==> src/hdl/fir_eh_round.sv <==
// Round-half-up from fixed point, saturate, and hold the result register.
`timescale 1ns / 1ps
`default_nettype none

module fir_eh_round #(
	parameter int unsigned SAMPLE_BITS = 16,
	parameter int unsigned FRAC_BITS   = 16,
	parameter int unsigned ACC_W       = 40
) (
	input  logic                          clk,
	input  logic                          arst_n,
	input  logic                          advance,
	input  logic signed [ACC_W-1:0]       sum,
	output logic signed [SAMPLE_BITS-1:0] sample_q,
	output logic                          sat_q
);

	localparam logic signed [SAMPLE_BITS-1:0] SMAX = {1'b0, {(SAMPLE_BITS-1){1'b1}}};
	localparam logic signed [SAMPLE_BITS-1:0] SMIN = {1'b1, {(SAMPLE_BITS-1){1'b0}}};
	localparam logic signed [ACC_W-1:0]       HALF = ACC_W'(1) << (FRAC_BITS - 1);

	logic signed [ACC_W-1:0] rounded;
	logic signed [ACC_W-1:0] scaled;
	logic                    fits;

	assign rounded = sum + HALF;
	assign scaled  = rounded >>> FRAC_BITS;
	// fits when every bit above the sample sign bit copies it
	assign fits = (&scaled[ACC_W-1:SAMPLE_BITS-1]) || !(|scaled[ACC_W-1:SAMPLE_BITS-1]);

	always_ff @(posedge clk) begin
		if (advance) begin
			sat_q <= !fits;
			if (fits) begin
				sample_q <= scaled[SAMPLE_BITS-1:0];
			end else if (scaled[ACC_W-1]) begin
				sample_q <= SMIN;
			end else begin
				sample_q <= SMAX;
			end
		end
	end

	a_sat_rails : assert property (@(posedge clk) disable iff (!arst_n)
		sat_q |-> (sample_q == SMAX || sample_q == SMIN))
		else $error("saturation flag without a rail value");

endmodule

`default_nettype wire

==> config.mk <==
export PLATFORM = sky130hd
export DESIGN_NAME = fir_eh_round
export DESIGN_NICKNAME = d
export VERILOG_FILES = /design/src/hdl/fir_eh_round.sv
export SDC_FILE = /design/constraint.sdc
export NUM_CORES = 1
export LEC_CHECK = 0
export BUFFER_PORTS_ARGS = -buffer_cell sky130_fd_sc_hd__clkbuf_2
export CAP_MARGIN = 15
export CORE_MARGIN = 2
export CORE_UTILIZATION = 40
export CTS_BUF_LIST = sky130_fd_sc_hd__clkbuf_4 sky130_fd_sc_hd__clkbuf_8
export DETAILED_ROUTE_END_ITERATION = 8
export GPL_ROUTABILITY_DRIVEN = 0
export PLACE_DENSITY = 0.7
export SLEW_MARGIN = 20
export SYNTH_ARGS = -nofsm -noshare
export SYNTH_HDL_FRONTEND = slang
export SYNTH_SLANG_ARGS = --single-unit
==> constraint.sdc <==
create_clock -name clk -period 4.3 [get_ports clk]
set_input_delay 0.43 -clock clk [delete_from_list [all_inputs] [get_ports clk]]
set_output_delay 0.43 -clock clk [all_outputs]
set_load 0.03 [all_outputs]
==> summary.txt <==
Hold path
  – Class of the tightest hold or removal check: in2reg

Final layout
  – Area of combinational cells with multiple inputs: 920 µm²
  – Number of inserted filler cells in the final layout: 332
  – Fraction of final layout cells sized beyond drive strength 1: between 30% and 40%
  – Final net count: approximately 240
  – Relative area change from synthesis to final layout: 19.2%
  – Antenna diodes: 0
  – Sequential Area: between 500 and 600 µm²
  – Final design utilization: around half

STA
  – RSZ-0062 raised after global routing: no
  – Final-report max-slew violation count: 0
  – Count of final setup violators: 0
  – Hold slack: approximately 630 ps
  – Post-route clock period utilization: roughly three fifths
  – Maximum operating frequency: between 300 and 400 MHz
  – Slew at the pin with the worst max-slew slack: around 760 ps
  – Fin crit period: ~2500 ps
  – Rel. slew slack: 49.6%
  – Number of failing hold endpoints at the final stage: 0
  – Summed negative setup slack over all endpoints: 0 ps

Yosys
  – Distinct cell type count after synthesis: 45
  – Commonest cells post-synth: 17 x edfxtp_1, 16 x nand2_1, 15 x xnor2_1
  – Cell area after synthesis: 1460 µm²
  – Number of enable-type register cells in the synthesized netlist: 17
  – Yosys synthesis warning count: 0
  – Proportion of netlist area held by the largest area contributor: a little over a third
  – Top_reg_cell synth: edfxtp_1
  – Synthesized flop and latch total: 17
  – Average footprint of a synthesized cell: roughly 9.8 µm²
  – Share of synthesized area occupied by flip-flops and latches: around a third
  – Synthesized net count: 194
  – Cells taking the most area after synthesis: edfxtp_1 35%, xnor2_1 9.0%, nand4_1 5.1%
  – Post-synth top area cell: edfxtp_1
  – Asr flop ratio synth: 0%
  – Cells after Synth: 150
  – Most common cell in the netlist: edfxtp_1

GRT
  – GRT Util Overall: 17.0%
  – Overall overflow remaining after global route: 0
  – Largest net degree at the start of global routing: 18
  – Vias in the first global route: approximately 1,200
  – Initial antenna violation count: 0
  – Global-route wire length before repair: roughly 5500 µm

Routing
  – Length of the first detailed-routing pass in iterations: 4
  – Antenna-violating nets left: 0
  – Detailed-route wire length: ~3300 µm
  – Per-cell via count in the routed design: between 5 and 6
  – Routed vias: about 1,300
  – Post-DR wirelength/cell: roughly 14 µm
  – Iter 0 DRT Violations: 35
  – Post-route DRC violation count: 0

Clock network
  – Sink count of the clock tree: 17
  – H-tree Lvls: 1
  – Total CTS buffers: 3
  – Number of gates resized after CTS: 0
  – # Post-CTS Setup Buffers: 0
  – Clk pin slew, worst setup/hold paths: about 80 ps
  – Buffer levels on the longest clock path: 2
  – Cts-stage hold buffer count: 0
  – CTS tree: done
  – Clk Tree Root Cell: clkbuf_4

Critical path
  – Type of element launching the critical path: input port
  – Worst endpoint data arrival time: 2630 ps
  – Critical path capture point: sample_q[7]
  – Critical Path Source: sum[15]
  – Critical path peak fanout: 17
  – Critical setup path kind: in2reg
  – Element type at the critical path end: flip-flop
  – Data required time at the worst endpoint: about 4400 ps

Placement
  – Half-perimeter wire length of the detailed placement result: 2770 µm
  – Count of input and output buffers: between 40 and 50

Run
  – Number of maximum-capacitance constraint violations: 0

Floorplanning
  – Starting Density: a little over two fifths
  – Die outline width: ~64 µm
  – Core Area: 3420 µm²
  – Number of top-level pins: 60
  – # rows: 21
  – DIE AREA: between 4000 and 5000 µm²
  – Die Ht: 64.5 µm

Power and ir drop
  – Worst voltage drop across the vdd grid: about 0.000082 V
  – Power Density: 231 nW/µm²
  – Leakage power: approximately 0.00068 µW

Run status
  – Status: finished clean
==> through the flow <==
stage	worst slack, ps	instance area, µm²	total power (µW)	cells
after floorplan	1940	1460	280	150
after global placement	1520	1710	320	235
after detailed placement	1480	1710	324	235
after CTS	1770	1740	407	239
after global routing	1530	1740	422	239
final	1780	1740	404	239
==> sequential cells by signal, summed over array words and instances, names as in the netlist <==
signal / cells
sample_q: 16
sat_q: 1
==> report_power, final <==
group / internal [µW] / switching (µW) / leakage, µW / total (µW)
logic: 39.5 / 78.7 / 0.000495 / 118
clock network: 42.3 / 41.7 / 0.0000184 / 84.0
registers: 198 / 3.17 / 0.000168 / 201
total: 280 / 124 / 0.000681 / 404
==> cell families (layout without fill, tap and decap cells) <==
family          after synthesis  after routing  share of synthesized area (%)
mux                           2              2                           1.45
compound gates               20             20                           12.1
fa+ha+maj                     1              1                          0.855
xor+xnor                     25             25                           16.0
flops                        17             17                           34.9
buf+inv                       7             50                           2.22
simple gates                 78             78                           32.5
==> worst max-delay path, stage by stage <==
cell and delay [ps]:
clkbuf_2 100, ha_1 260, and4_1 270, and2_1 260, nand4_1 180, xor2_2 640, o31ai_4 300, o211ai_1 180
==> layout by cell type, fill, tap and decap left out, types with 2 or more instances in the layout <==
cell      netlist  routed
xnor2_1        15      15
nand3_1        13      13
and2_1          4       4
nand4_1        12      12
xor2_1          8       8
clkbuf_4        0       4
and3_1         10      10
or3_1           2       2
edfxtp_1       17      17
nand2_1        16      16
o211ai_1        7       7
nor2_1          3       3
inv_1           2       2
clkbuf_2        0      43
o21ai_0         2       2
and4_1          7       7
==> per-layer routing <==
layer / part of all wire [%] / vias to the layer above / wire [µm] / track usage [%]
li1: - / 669 / - / -
met1: 44 / 592 / 1420 / 20.9
met2: 50 / 32 / 1640 / 30.1
met3: 4.3 / 6 / 139 / 1.74
met4: 1.9 / 0 / 63 / 7.45
met5: 0 / - / 0 / 0
==> how the worst min path moves through the flow <==
| stage | start | to | slack [ps] | cells after the start |
|---|---|---|---|---|
| after floorplan | advance | sample_q[0] | 540 | 0 |
| final | sum[29] | sample_q[13] | 630 | 3 |
| after global placement | sum[29] | sample_q[13] | 900 | 3 |
| after detailed placement | sum[29] | sample_q[13] | 920 | 3 |
| after CTS | sum[29] | sample_q[13] | 630 | 3 |
| after global routing | sum[19] | sample_q[3] | 670 | 3 |
==> layout make-up <==
cell class              count  area share (%)
clock buffers               4            1.72
inverters                   3           0.646
multi-input cells         126            52.7
flip-flops and latches     17            29.3
well taps                  46            3.30
repair buffers             43            12.3
Note: power is estimated with default switching activity, not from simulation.
